### config.mk
export PLATFORM = sky130hd
export DESIGN_NAME = mqtt_control_packet_parser
export DESIGN_NICKNAME = d
export VERILOG_FILES = /design/src/rtl/core/mcpp_pkg.sv /design/src/rtl/core/mcpp_front.sv /design/src/rtl/core/mcpp_queue.sv /design/src/rtl/core/mcpp_back.sv /design/src/rtl/core/mqtt_control_packet_parser.sv
export VERILOG_INCLUDE_DIRS = /design/src /design/src/rtl/core
export SDC_FILE = /design/constraint.sdc
export NUM_CORES = 1
export LEC_CHECK = 0
export ABC_AREA = 1
export BUFFER_PORTS_ARGS = -buffer_cell sky130_fd_sc_hd__buf_2
export CORE_MARGIN = 2
export CORE_UTILIZATION = 35
export CTS_BUF_LIST = sky130_fd_sc_hd__clkbuf_8
export DETAILED_ROUTE_END_ITERATION = 16
export SLEW_MARGIN = 20
export SYNTH_ARGS = -nofsm -noshare
export SYNTH_HDL_FRONTEND = slang
export SYNTH_SLANG_ARGS = --single-unit
### constraint.sdc
create_clock -name aclk -period 10.85 [get_ports aclk]
set_clock_uncertainty 0.1 [all_clocks]
set_input_delay 0 -clock aclk [delete_from_list [all_inputs] [get_ports aclk]]
set_output_delay 0 -clock aclk [all_outputs]
set_load 0.01 [all_outputs]
### src/rtl/core/mqtt_control_packet_parser_defines.svh
// Assertion helpers for the parser modules (included by mcpp_back).
`ifndef MQTT_CONTROL_PACKET_PARSER_DEFINES_SVH
`define MQTT_CONTROL_PACKET_PARSER_DEFINES_SVH

// Same-cycle implication, disabled while reset is active.
`define MCPP_ASSERT_IMP(label, clk, rstn, ante, cons) \
    label: assert property (@(posedge clk) disable iff (!rstn) (ante) |-> (cons)) \
        else $error("mcpp assertion failed");

// Next-cycle implication, disabled while reset is active.
`define MCPP_ASSERT_NXT(label, clk, rstn, ante, cons) \
    label: assert property (@(posedge clk) disable iff (!rstn) (ante) |=> (cons)) \
        else $error("mcpp assertion failed");

`endif

### src/rtl/core/mcpp_pkg.sv
package mcpp_pkg;

    typedef logic [4:0] field_t;

    localparam field_t FLD_HDR       = 5'd0;
    localparam field_t FLD_REMLEN    = 5'd1;
    localparam field_t FLD_PROTO_LEN = 5'd2;
    localparam field_t FLD_VERSION   = 5'd4;
    localparam field_t FLD_FLAGS     = 5'd5;
    localparam field_t FLD_KEEPALIVE = 5'd6;
    localparam field_t FLD_CLIENT    = 5'd7;
    localparam field_t FLD_WTOPIC    = 5'd9;
    localparam field_t FLD_WMSG      = 5'd11;
    localparam field_t FLD_USER      = 5'd13;
    localparam field_t FLD_PASS      = 5'd15;
    localparam field_t FLD_CONNACK   = 5'd17;
    localparam field_t FLD_TOPIC     = 5'd18;
    localparam field_t FLD_MSGID     = 5'd20;

    typedef logic [1:0] err_t;

    localparam err_t ERR_NONE   = 2'd0;
    localparam err_t ERR_REMLEN = 2'd1;
    localparam err_t ERR_TYPE   = 2'd2;

    localparam int unsigned VALUE_W = 28;

    typedef enum logic [2:0] {
        KC_BAD     = 3'd0,
        KC_CONNECT = 3'd1,
        KC_CONNACK = 3'd2,
        KC_PUBLISH = 3'd3,
        KC_ACK     = 3'd4
    } kind_class_t;

    typedef enum logic [2:0] {
        STR_PROTO  = 3'd0,
        STR_CLIENT = 3'd1,
        STR_WTOPIC = 3'd2,
        STR_WMSG   = 3'd3,
        STR_USER   = 3'd4,
        STR_PASS   = 3'd5,
        STR_TOPIC  = 3'd6
    } str_sel_t;

    typedef struct packed {
        logic [7:0]  rx_byte;
        logic [6:0]  low7;
        logic        cont;
        kind_class_t kind;
        logic [2:0]  opt;
    } front_item_t;

    typedef struct packed {
        field_t               field;
        logic [7:0]           data_byte;
        logic [VALUE_W-1:0]   value;
        logic                 value_done;
        logic                 packet_done;
        err_t                 error_code;
    } result_t;

    function automatic field_t str_len_field(input str_sel_t sel);
        field_t f;
        case (sel)
            STR_PROTO:  f = FLD_PROTO_LEN;
            STR_CLIENT: f = FLD_CLIENT;
            STR_WTOPIC: f = FLD_WTOPIC;
            STR_WMSG:   f = FLD_WMSG;
            STR_USER:   f = FLD_USER;
            STR_PASS:   f = FLD_PASS;
            STR_TOPIC:  f = FLD_TOPIC;
            default:    f = FLD_PASS;
        endcase
        return f;
    endfunction

endpackage

### src/rtl/core/mcpp_front.sv
module mcpp_front import mcpp_pkg::*; (
    input  logic        aclk,
    input  logic        aresetn,
    input  logic        s_valid,
    output logic        s_ready,
    input  logic [7:0]  s_rx_byte,
    output logic        f_valid,
    input  logic        f_ready,
    output front_item_t f_item
);

    logic        valid_reg;
    front_item_t item_reg;
    front_item_t item_next;
    logic        advance;

    assign advance = !valid_reg || f_ready;
    assign s_ready = advance;
    assign f_valid = valid_reg;
    assign f_item  = item_reg;

    always_comb begin
        item_next.rx_byte = s_rx_byte;
        item_next.low7    = s_rx_byte[6:0];
        item_next.cont    = s_rx_byte[7];
        item_next.opt     = {s_rx_byte[6], s_rx_byte[7], s_rx_byte[2]};
        case (s_rx_byte[7:4])
            4'd1:    item_next.kind = KC_CONNECT;
            4'd2:    item_next.kind = KC_CONNACK;
            4'd3:    item_next.kind = KC_PUBLISH;
            4'd4, 4'd5, 4'd6, 4'd7: item_next.kind = KC_ACK;
            default: item_next.kind = KC_BAD;
        endcase
    end

    always_ff @(posedge aclk) begin
        if (!aresetn) begin
            valid_reg <= 1'b0;
        end else if (advance) begin
            valid_reg <= s_valid;
        end
    end

    always_ff @(posedge aclk) begin
        if (advance && s_valid) begin
            item_reg <= item_next;
        end
    end

endmodule

### src/rtl/core/mcpp_queue.sv
module mcpp_queue import mcpp_pkg::*; #(
    parameter int DEPTH = 4
) (
    input  logic        aclk,
    input  logic        aresetn,
    input  logic        in_valid,
    output logic        in_ready,
    input  front_item_t in_item,
    output logic        out_valid,
    input  logic        out_ready,
    output front_item_t out_item
);

    localparam int PTR_W = (DEPTH > 1) ? $clog2(DEPTH) : 1;
    localparam int CNT_W = $clog2(DEPTH + 1);
    localparam logic [PTR_W-1:0] LAST = PTR_W'(DEPTH - 1);
    localparam logic [CNT_W-1:0] FULL = CNT_W'(DEPTH);

    front_item_t      mem [DEPTH];
    logic [PTR_W-1:0] wr_ptr_reg, wr_ptr_next;
    logic [PTR_W-1:0] rd_ptr_reg, rd_ptr_next;
    logic [CNT_W-1:0] count_reg, count_next;
    logic             push, pop;

    assign in_ready  = count_reg != FULL;
    assign out_valid = count_reg != '0;
    assign out_item  = mem[rd_ptr_reg];
    assign push      = in_valid && in_ready;
    assign pop       = out_valid && out_ready;

    always_comb begin
        wr_ptr_next = wr_ptr_reg;
        rd_ptr_next = rd_ptr_reg;
        count_next  = count_reg;
        if (push) begin
            wr_ptr_next = (wr_ptr_reg == LAST) ? '0 : wr_ptr_reg + 1'b1;
        end
        if (pop) begin
            rd_ptr_next = (rd_ptr_reg == LAST) ? '0 : rd_ptr_reg + 1'b1;
        end
        if (push && !pop) begin
            count_next = count_reg + 1'b1;
        end else if (pop && !push) begin
            count_next = count_reg - 1'b1;
        end
    end

    always_ff @(posedge aclk) begin
        if (!aresetn) begin
            wr_ptr_reg <= '0;
            rd_ptr_reg <= '0;
            count_reg  <= '0;
        end else begin
            wr_ptr_reg <= wr_ptr_next;
            rd_ptr_reg <= rd_ptr_next;
            count_reg  <= count_next;
        end
    end

    always_ff @(posedge aclk) begin
        if (push) begin
            mem[wr_ptr_reg] <= in_item;
        end
    end

endmodule

### src/rtl/core/mcpp_back.sv
`include "mqtt_control_packet_parser_defines.svh"

module mcpp_back import mcpp_pkg::*; (
    input  logic        aclk,
    input  logic        aresetn,
    input  logic        q_valid,
    output logic        q_ready,
    input  front_item_t q_item,
    output logic        out_valid,
    input  logic        out_ready,
    output result_t     out_item
);

    typedef enum logic [8:0] {
        S_HDR       = 9'b000000001,
        S_REMLEN    = 9'b000000010,
        S_VERSION   = 9'b000000100,
        S_FLAGS     = 9'b000001000,
        S_KEEPALIVE = 9'b000010000,
        S_CONNACK   = 9'b000100000,
        S_MSGID     = 9'b001000000,
        S_STRLEN    = 9'b010000000,
        S_STRBODY   = 9'b100000000
    } state_t;

    state_t              state_reg, state_next;
    str_sel_t            sel_reg, sel_next;
    kind_class_t         kind_reg, kind_next;
    logic [VALUE_W-1:0]  acc_reg, acc_next;
    logic [2:0]          cnt_reg, cnt_next;
    logic [15:0]         left_reg, left_next;
    logic [7:0]          hold_reg, hold_next;
    logic [2:0]          flags_reg, flags_next;
    logic                second_reg, second_next;
    logic                out_valid_reg;
    result_t             out_reg;
    result_t             res;
    logic                pop;
    logic [1:0]          n;
    logic [4:0]          shamt;
    logic [15:0]         len16;
    logic [15:0]         left_dec;
    state_t              as_state;
    str_sel_t            as_sel;
    logic                as_done;

    assign pop       = q_valid && (!out_valid_reg || out_ready);
    assign q_ready   = pop;
    assign out_valid = out_valid_reg;
    assign out_item  = out_reg;

    assign n        = cnt_reg[1:0];
    assign shamt    = ({3'b000, n} << 3) - {3'b000, n};
    assign len16    = {hold_reg, q_item.rx_byte};
    assign left_dec = left_reg - 16'd1;

    // Where the parse goes once the current string is finished.
    always_comb begin
        as_state = S_STRLEN;
        as_sel   = sel_reg;
        as_done  = 1'b0;
        case (sel_reg)
            STR_PROTO:  as_state = S_VERSION;
            STR_TOPIC:  as_state = S_MSGID;
            STR_WTOPIC: as_sel = STR_WMSG;
            STR_CLIENT: begin
                if (flags_reg[0]) begin
                    as_sel = STR_WTOPIC;
                end else if (flags_reg[1]) begin
                    as_sel = STR_USER;
                end else if (flags_reg[2]) begin
                    as_sel = STR_PASS;
                end else begin
                    as_done = 1'b1;
                end
            end
            STR_WMSG: begin
                if (flags_reg[1]) begin
                    as_sel = STR_USER;
                end else if (flags_reg[2]) begin
                    as_sel = STR_PASS;
                end else begin
                    as_done = 1'b1;
                end
            end
            STR_USER: begin
                if (flags_reg[2]) begin
                    as_sel = STR_PASS;
                end else begin
                    as_done = 1'b1;
                end
            end
            default: as_done = 1'b1;
        endcase
        if (as_done) begin
            as_state = S_HDR;
        end
    end

    always_comb begin
        state_next  = state_reg;
        sel_next    = sel_reg;
        kind_next   = kind_reg;
        acc_next    = acc_reg;
        cnt_next    = cnt_reg;
        left_next   = left_reg;
        hold_next   = hold_reg;
        flags_next  = flags_reg;
        second_next = second_reg;

        res.field       = FLD_HDR;
        res.data_byte   = q_item.rx_byte;
        res.value       = '0;
        res.value_done  = 1'b0;
        res.packet_done = 1'b0;
        res.error_code  = ERR_NONE;

        case (state_reg)
            S_HDR: begin
                kind_next      = q_item.kind;
                acc_next       = '0;
                cnt_next       = '0;
                second_next    = 1'b0;
                flags_next     = '0;
                res.value      = VALUE_W'(q_item.rx_byte);
                res.value_done = 1'b1;
                state_next     = S_REMLEN;
            end
            S_REMLEN: begin
                res.field = FLD_REMLEN;
                acc_next  = acc_reg + (VALUE_W'(q_item.low7) << shamt);
                cnt_next  = {1'b0, n} + 3'd1;
                if (q_item.cont) begin
                    if (n == 2'd3) begin
                        res.error_code = ERR_REMLEN;
                        state_next     = S_HDR;
                    end
                end else begin
                    res.value      = acc_next;
                    res.value_done = 1'b1;
                    second_next    = 1'b0;
                    case (kind_reg)
                        KC_CONNECT: begin
                            state_next = S_STRLEN;
                            sel_next   = STR_PROTO;
                        end
                        KC_CONNACK: state_next = S_CONNACK;
                        KC_PUBLISH: begin
                            state_next = S_STRLEN;
                            sel_next   = STR_TOPIC;
                        end
                        KC_ACK:     state_next = S_MSGID;
                        default: begin
                            res.error_code = ERR_TYPE;
                            state_next     = S_HDR;
                        end
                    endcase
                end
            end
            S_VERSION: begin
                res.field      = FLD_VERSION;
                res.value      = VALUE_W'(q_item.rx_byte);
                res.value_done = 1'b1;
                state_next     = S_FLAGS;
            end
            S_FLAGS: begin
                res.field      = FLD_FLAGS;
                flags_next     = q_item.opt;
                res.value      = VALUE_W'(q_item.rx_byte);
                res.value_done = 1'b1;
                second_next    = 1'b0;
                state_next     = S_KEEPALIVE;
            end
            S_KEEPALIVE, S_MSGID: begin
                res.field = (state_reg == S_MSGID) ? FLD_MSGID : FLD_KEEPALIVE;
                if (!second_reg) begin
                    hold_next   = q_item.rx_byte;
                    second_next = 1'b1;
                end else begin
                    res.value      = VALUE_W'(len16);
                    res.value_done = 1'b1;
                    second_next    = 1'b0;
                    if (state_reg == S_KEEPALIVE) begin
                        state_next = S_STRLEN;
                        sel_next   = STR_CLIENT;
                    end else begin
                        state_next      = S_HDR;
                        res.packet_done = 1'b1;
                    end
                end
            end
            S_CONNACK: begin
                res.field      = FLD_CONNACK;
                res.value      = VALUE_W'(q_item.rx_byte);
                res.value_done = 1'b1;
                if (!second_reg) begin
                    second_next = 1'b1;
                end else begin
                    second_next     = 1'b0;
                    state_next      = S_HDR;
                    res.packet_done = 1'b1;
                end
            end
            S_STRLEN: begin
                res.field = str_len_field(sel_reg);
                if (!second_reg) begin
                    hold_next   = q_item.rx_byte;
                    second_next = 1'b1;
                end else begin
                    res.value      = VALUE_W'(len16);
                    res.value_done = 1'b1;
                    second_next    = 1'b0;
                    if (len16 == '0) begin
                        state_next      = as_state;
                        sel_next        = as_sel;
                        res.packet_done = as_done;
                    end else begin
                        left_next  = len16;
                        state_next = S_STRBODY;
                    end
                end
            end
            S_STRBODY: begin
                res.field = str_len_field(sel_reg) + 5'd1;
                left_next = left_dec;
                if (left_dec == '0) begin
                    state_next      = as_state;
                    sel_next        = as_sel;
                    res.packet_done = as_done;
                end
            end
            default: begin
                state_next = S_HDR;
            end
        endcase
    end

    always_ff @(posedge aclk) begin
        if (!aresetn) begin
            state_reg  <= S_HDR;
            sel_reg    <= STR_PROTO;
            kind_reg   <= KC_BAD;
            acc_reg    <= '0;
            cnt_reg    <= '0;
            left_reg   <= '0;
            hold_reg   <= '0;
            flags_reg  <= '0;
            second_reg <= 1'b0;
        end else if (pop) begin
            state_reg  <= state_next;
            sel_reg    <= sel_next;
            kind_reg   <= kind_next;
            acc_reg    <= acc_next;
            cnt_reg    <= cnt_next;
            left_reg   <= left_next;
            hold_reg   <= hold_next;
            flags_reg  <= flags_next;
            second_reg <= second_next;
        end
    end

    always_ff @(posedge aclk) begin
        if (!aresetn) begin
            out_valid_reg <= 1'b0;
        end else if (pop) begin
            out_valid_reg <= 1'b1;
        end else if (out_ready) begin
            out_valid_reg <= 1'b0;
        end
    end

    always_ff @(posedge aclk) begin
        if (pop) begin
            out_reg <= res;
        end
    end

    `MCPP_ASSERT_IMP(a_err_only_on_remlen, aclk, aresetn, out_valid_reg && out_reg.error_code != ERR_NONE, out_reg.field == FLD_REMLEN)
    `MCPP_ASSERT_IMP(a_value_zero_unless_done, aclk, aresetn, out_valid_reg && !out_reg.value_done, out_reg.value == '0)
    `MCPP_ASSERT_NXT(a_end_returns_to_hdr, aclk, aresetn, pop && (res.packet_done || res.error_code != ERR_NONE), state_reg == S_HDR)

endmodule

### src/rtl/core/mqtt_control_packet_parser.sv
// MQTT control packet parser.
// The input channel (s_valid, s_ready, s_rx_byte) takes the byte stream one
// item per cycle while s_ready is high. For every byte taken, the result
// channel (m_valid, m_ready) delivers exactly one item that tags the byte
// with its field code, echoes it, and reports a decoded numeric value, a
// packet end flag and an error code. A classifying front stage feeds a small
// queue, and the parser state machine behind the queue writes a result
// register. A byte passes through the front register, the queue and the
// result register. Throughput is one item per cycle while m_ready stays high,
// set by the single state update the parser does for each byte.
// After reset the parser waits for a fixed header byte and the queue is
// empty. When the receiver stalls, the result register holds, the queue
// fills up to QUEUE_DEPTH items, the front register holds one more, and then
// s_ready drops until the receiver takes results again; no item is lost.
module mqtt_control_packet_parser import mcpp_pkg::*; #(
    parameter int QUEUE_DEPTH = 4
) (
    input  logic         aclk,
    input  logic         aresetn,
    input  logic         s_valid,
    output logic         s_ready,
    input  logic [7:0]   s_rx_byte,
    output logic         m_valid,
    input  logic         m_ready,
    output logic [4:0]   m_field,
    output logic [7:0]   m_data_byte,
    output logic [27:0]  m_value,
    output logic         m_value_done,
    output logic         m_packet_done,
    output logic [1:0]   m_error_code
);

    logic        f_valid, f_ready;
    front_item_t f_item;
    logic        q_valid, q_ready;
    front_item_t q_item;
    result_t     res;

    mcpp_front u_front (
        .aclk      (aclk),
        .aresetn   (aresetn),
        .s_valid   (s_valid),
        .s_ready   (s_ready),
        .s_rx_byte (s_rx_byte),
        .f_valid   (f_valid),
        .f_ready   (f_ready),
        .f_item    (f_item)
    );

    mcpp_queue #(
        .DEPTH (QUEUE_DEPTH)
    ) u_queue (
        .aclk      (aclk),
        .aresetn   (aresetn),
        .in_valid  (f_valid),
        .in_ready  (f_ready),
        .in_item   (f_item),
        .out_valid (q_valid),
        .out_ready (q_ready),
        .out_item  (q_item)
    );

    mcpp_back u_back (
        .aclk      (aclk),
        .aresetn   (aresetn),
        .q_valid   (q_valid),
        .q_ready   (q_ready),
        .q_item    (q_item),
        .out_valid (m_valid),
        .out_ready (m_ready),
        .out_item  (res)
    );

    assign m_field       = res.field;
    assign m_data_byte   = res.data_byte;
    assign m_value       = res.value;
    assign m_value_done  = res.value_done;
    assign m_packet_done = res.packet_done;
    assign m_error_code  = res.error_code;

endmodule

After elaboration in Yosys (flattened, before gate mapping)
Memory sizes are Yosys's and may differ from the RTL's. A register that Yosys moved wholly into a read port is not among the register bits.
Index checks and enable logic that the tools add are counted.
{"block": "word_totals", "inputBits": 12, "register_bits": 149, "mem_bits_rw": 88, "word_cells": 180, "out_inout_bits": 47, "n_memories": 1}
{"block": "op_classes", "shifts": 1, "n_bitwise": 1, "add_sub_neg": 9, "eq_ne": 39, "n_reduce_logical": 40, "muxes": 64}
{"memory": "u_queue.mem", "words": 4, "width": 22, "rd": 1, "rd_clocked_by_memory_dff": 1, "write_ports": 1, "line_no": "mcpp_queue.sv:19", "source": "front_item_t mem [DEPTH];"}
{"operator": "29-bit one-hot mux with 4 select lines", "n": 1}
{"operator": "9-bit one-hot mux with 8 select lines", "n": 1}
{"operator": "9-bit 2-to-1 mux", "n": 7}
{"operator": "28-bit one-hot mux with 2 select lines", "n": 1}
{"operator": "18-bit 2-to-1 mux", "n": 2}
{"operator": "3-bit one-hot mux with 4 select lines", "n": 3}
{"operator": "5-bit one-hot mux with 7 select lines", "n": 1}
{"operator": "3-bit 2-to-1 mux", "n": 11}
{"operator": "16-bit zero test", "n": 2}
{"operator": "16-bit 2-to-1 mux", "n": 2}
{"operator": "16-bit one-hot mux with 2 select lines", "n": 1}
{"operator": "5-bit one-hot mux with 6 select lines", "n": 1}
{"operator": "29-bit 2-to-1 mux", "n": 1}
{"operator": "28-bit adder", "n": 1}
{"operator": "7-bit by 5-bit << shifter with 28-bit output", "n": 1}
{"operator": "8-bit one-hot mux with 3 select lines", "n": 1}
{"operator": "4-bit by 3-bit == test with 1-bit output, second input constant", "n": 4}
{"operator": "8-bit 2-to-1 mux", "n": 2}
{"operator": "8-bit one-hot mux with 2 select lines", "n": 1}
{"operator": "4-bit OR reduction", "n": 4}
{"operator": "16-bit by 1-bit subtractor with 16-bit output, second input constant", "n": 1}
{"operator": "1-bit 2-to-1 mux", "n": 14}
{"operator": "3-bit by 2-bit == test with 1-bit output, second input constant", "n": 4}
{"operator": "2-bit 2-to-1 mux", "n": 6}
{"operator": "other kinds (43)", "n": 81}

Longest topological paths before layout
{"block": "logic_depth", "depth_word": 8, "depth_mapped": 26, "ltp_nobuf": 25}

Modules after synthesis
From an unflattened synthesis, not the netlist that was laid out.
{"block": "hier_totals", "cells_unflattened": 1494, "area_unflattened_um2": 12286.8}
{"mod": "mcpp_back", "area_per_inst_um2": 8002.7, "seq_area_each_um2": 2832.7, "cells_per_inst": 1175, "instances": 1}
{"mod": "mcpp_queue", "area_per_inst_um2": 3797.4, "seq_area_each_um2": 2822.7, "cells_per_inst": 283, "instances": 1}
{"mod": "mcpp_front", "area_per_inst_um2": 486.7, "seq_area_each_um2": 350.3, "cells_per_inst": 36, "instances": 1}

Worst setup path before layout
OpenSTA, ideal clock, no wires.
{"block": "synth_path", "path_kind": "reg2reg", "start": "register u_back.cnt_reg[0]", "end": "register u_back.out_reg (netlist bit u_back.out_item[18]), data pin", "arrival_ps": 3370, "required_ps": 10490, "path_slack_ps": 7120, "path_stages_with_launch": 21, "path_buffers": 1, "setup_ps": 260, "synth_period_minus_slack_ps": 3730, "path_cell_list": "dfxtp_1 -> clkinv_1 -> ha_1 -> clkbuf_1 -> clkinv_1 -> o21ai_1 -> nand2_1 -> nor2_1 -> a31oi_1 -> or2_2 -> nor2_1 -> ha_1 -> nand2_1 -> nand2_1 -> a21boi_0 -> o21ai_0 -> a21oi_1 -> inv_1 -> or2_2 -> nand3_1 -> o21ai_0"}
{"element": "from (decl)", "line_no": "mcpp_back.sv:30", "source": "logic [2:0] cnt_reg, cnt_next;"}
{"element": "from (signal assigned)", "line_no": "mcpp_back.sv:254", "source": "cnt_reg <= cnt_next;"}
{"element": "to (signal assigned)", "line_no": "mcpp_back.sv:274", "source": "out_reg <= res;"}
{"element": "to (decl)", "line_no": "mcpp_back.sv:36", "source": "result_t out_reg;"}

==> metrics <==
MaxCap Viol Count=0; Post-CTS Resized=0; min-delay worst type=in -> reg; First-pass DRT Iterations=6; Remaining Overflow, GRT=0; antenna viol nets, final=0; nets@finish=1455; largest net degree at the start of global routing=54; power per standard cell area=221 mW/mm2; area share of the largest cell type after synthesis=0.288; total routed wirelength=28300 um; CP endpoint kind=flip-flop; RSZ-0062 raised after global routing=false; Die ar.=0.0312 mm2; FF+latch count, synth=184; Avg Cell Area, Syn=7.76 um2; Crit Path Class=reg -> reg; area leader, netlist=edfxtp_1; sequential fraction of the synthesis area=0.449; layout cell share with drive strength beyond 1=0.108; Peak supply drop=114 uV; starting DRC count in detailed routing=686; clk root buf=clkbuf_8; top cells by count, synth=nand2_1, nor2_1, inv_1, o21ai_0, a21oi_1; CTS Buffer Depth=2; crit path time final=4.83 ns; Worst EP arrival=4.97 ns; detailed placement HPWL=20900 um; Diodes inserted=0; Post-route DRC=0; DP Cell Count=1760; GRT Overall Usage=0.185; Worst-Skew Late Latency=0.50 ns; most numerous cell in the Yosys netlist=nand2_1; static leakage=0.00492 uW; fmax=207 MHz; CTS tree=built; drt wl/cell=15.7 um; Post-Syn Instances=1345; vias in the first global route=8654; Area contributors post-synth=edfxtp_1, dfxtp_1, nand2_1; postcts setup bufs=0; Final Util=0.395; Critical Path RT=10.99 ns; Port-buffer cells=58; initial antenna violation count=0; Cell Rows=63; post-synth design cell area=0.0104 mm2; vias per cell=5.03; CP startpoint kind=flip-flop; status=complete, no violations; worst slew pin tran=1.02 ns; period utilization=0.445; ys flop type=edfxtp_1; Unique masters post-synth=50; Die H=177 um; Synth Warn #=0; Slew Limit Fails=0; Post-synth EDFFs=100; Num CTS Buffers=17; final std cells w/o fill=1804; initial core utilization=0.354; hold buffer count at cts=12; RD Place Congestion=0.918; core footprint=0.0295 mm2; clock transition at the registers of the reported paths=0.14 ns; final hold violation count=0; Power Total=2570 uW; Async S/R FF share, synth=0; # IOs=59; first-pass GRT wire length=45400 um; H-tree levels=4; CTS Sinks=184; CP Max Fanout=23; die width=177 um; setup_tns=0 ns; total number of vias=9070; Slew HR=0.314; Area growth, synth to finish=11.5%; syn nets=1399; max reg flops=45; number of setup violations in the final report=0
## path summary, 6_finish.rpt
kind | startpoint | to | slack [ns] | cells after the start
hold reg to reg | u_back.left_reg[15]$_SDFFE_PN0P_ | u_back.left_reg[15]$_SDFFE_PN0P_ | 0.38 | 2
setup / recovery | flip-flop | u_back.out_item[18]$_DFFE_PP_ | 6.02 | 21
hold / removal | s_rx_byte[0] | u_front.f_item[7]$_DFFE_PP_ | 0.1 | 2
setup reg to reg | flip-flop | u_back.out_item[18]$_DFFE_PP_ | 6.02 | 21
## stage by stage
stage / cell area, um2 / hold slack (ns) / setup slack, ns
after global routing: 11600 / 0.0806 / 5.42
after detailed placement: 11100 / 0.0805 / 6.14
after global placement: 11100 / 0.0783 / 6.15
after floorplan: 10400 / -0.00113 / 7.12
after CTS: 11600 / 0.0706 / 6.09
final: 11600 / 0.0994 / 6.02
## cell type report
cell class	count	area, um2
Clock inverter	15	209
Clock buffer	17	234
Tap cell	390	488
Fill cell	3015	17800
Timing Repair Buffer	74	440
Sequential cell	184	4680
Multi-Input combinational cell	982	5050
Inverter	142	533
## worst max-delay path, stage by stage, from the launching register on
cell and delay, ns:
dfxtp_1 0.84, inv_2 0.35, nand2_1 0.14, nand3_1 0.10, nand2_1 0.26, inv_1 0.10
o21ai_0 0.24, nand2_1 0.08, o21ai_0 0.12, o21ai_0 0.14, o21ai_0 0.28, nor2_1 0.08
ha_1 0.35, nand2_1 0.12, inv_1 0.06, a21boi_0 0.30, o21ai_0 0.17, a21oi_1 0.23
inv_1 0.08, or2_2 0.29, nand3_1 0.07, o21ai_0 0.08
## metal layers
| layer | track usage | wire length, um |
|---|---|---|
| met1 | 0.262 | 13900 |
| met2 | 0.295 | 12800 |
| met5 | 0 | 0 |
| met4 | 0.0548 | 450 |
| met3 | 0.0245 | 1180 |
## cell usage in the layout (no fill, tap or decap), drive strengths merged, types with 2 or more instances in the layout
master       Yosys  routed
o21ai          113     113
ha              40      40
and2             2       2
nor4             6       6
a211oi           2       2
nor3            18      18
nand2          322     322
inv            140     150
a31oi            3       3
dfxtp           84      84
or2             12      12
o21bai           2       2
o2111ai          2       2
nand3b           5       5
a21oi          107     107
nor2           182     182
edfxtp         100     100
nand3           95      95
fa               2       2
clkbuf          21      17
buf             16      62
xnor2            7       7
xor2            21      21
clkinv           2       7
o22ai            8       8
nand4           15      15
o21a             4       4
o211ai           5       5
a21boi           2       2
a22o             2       2
dlygate4sd3      0      12
## power by group
part           total, uW  internal, uW  switching (uW)
clock                507           187             320
sequential          1010           922            91.2
combinational       1050           313             739
total               2570          1420            1150
## cells by family after synthesis
| group | Yosys count | share of synthesized area |
|---|---|---|
| XOR/XNOR | 28 | 0.0235 |
| AND/OR/NAND/NOR | 658 | 0.276 |
| buffers and inverters | 179 | 0.0691 |
| flip-flops | 184 | 0.449 |
| adder cells (fa/ha/maj) | 42 | 0.0518 |
| AO/OA/AOI/OAI | 254 | 0.131 |
(Power assumes the default switching activity.)
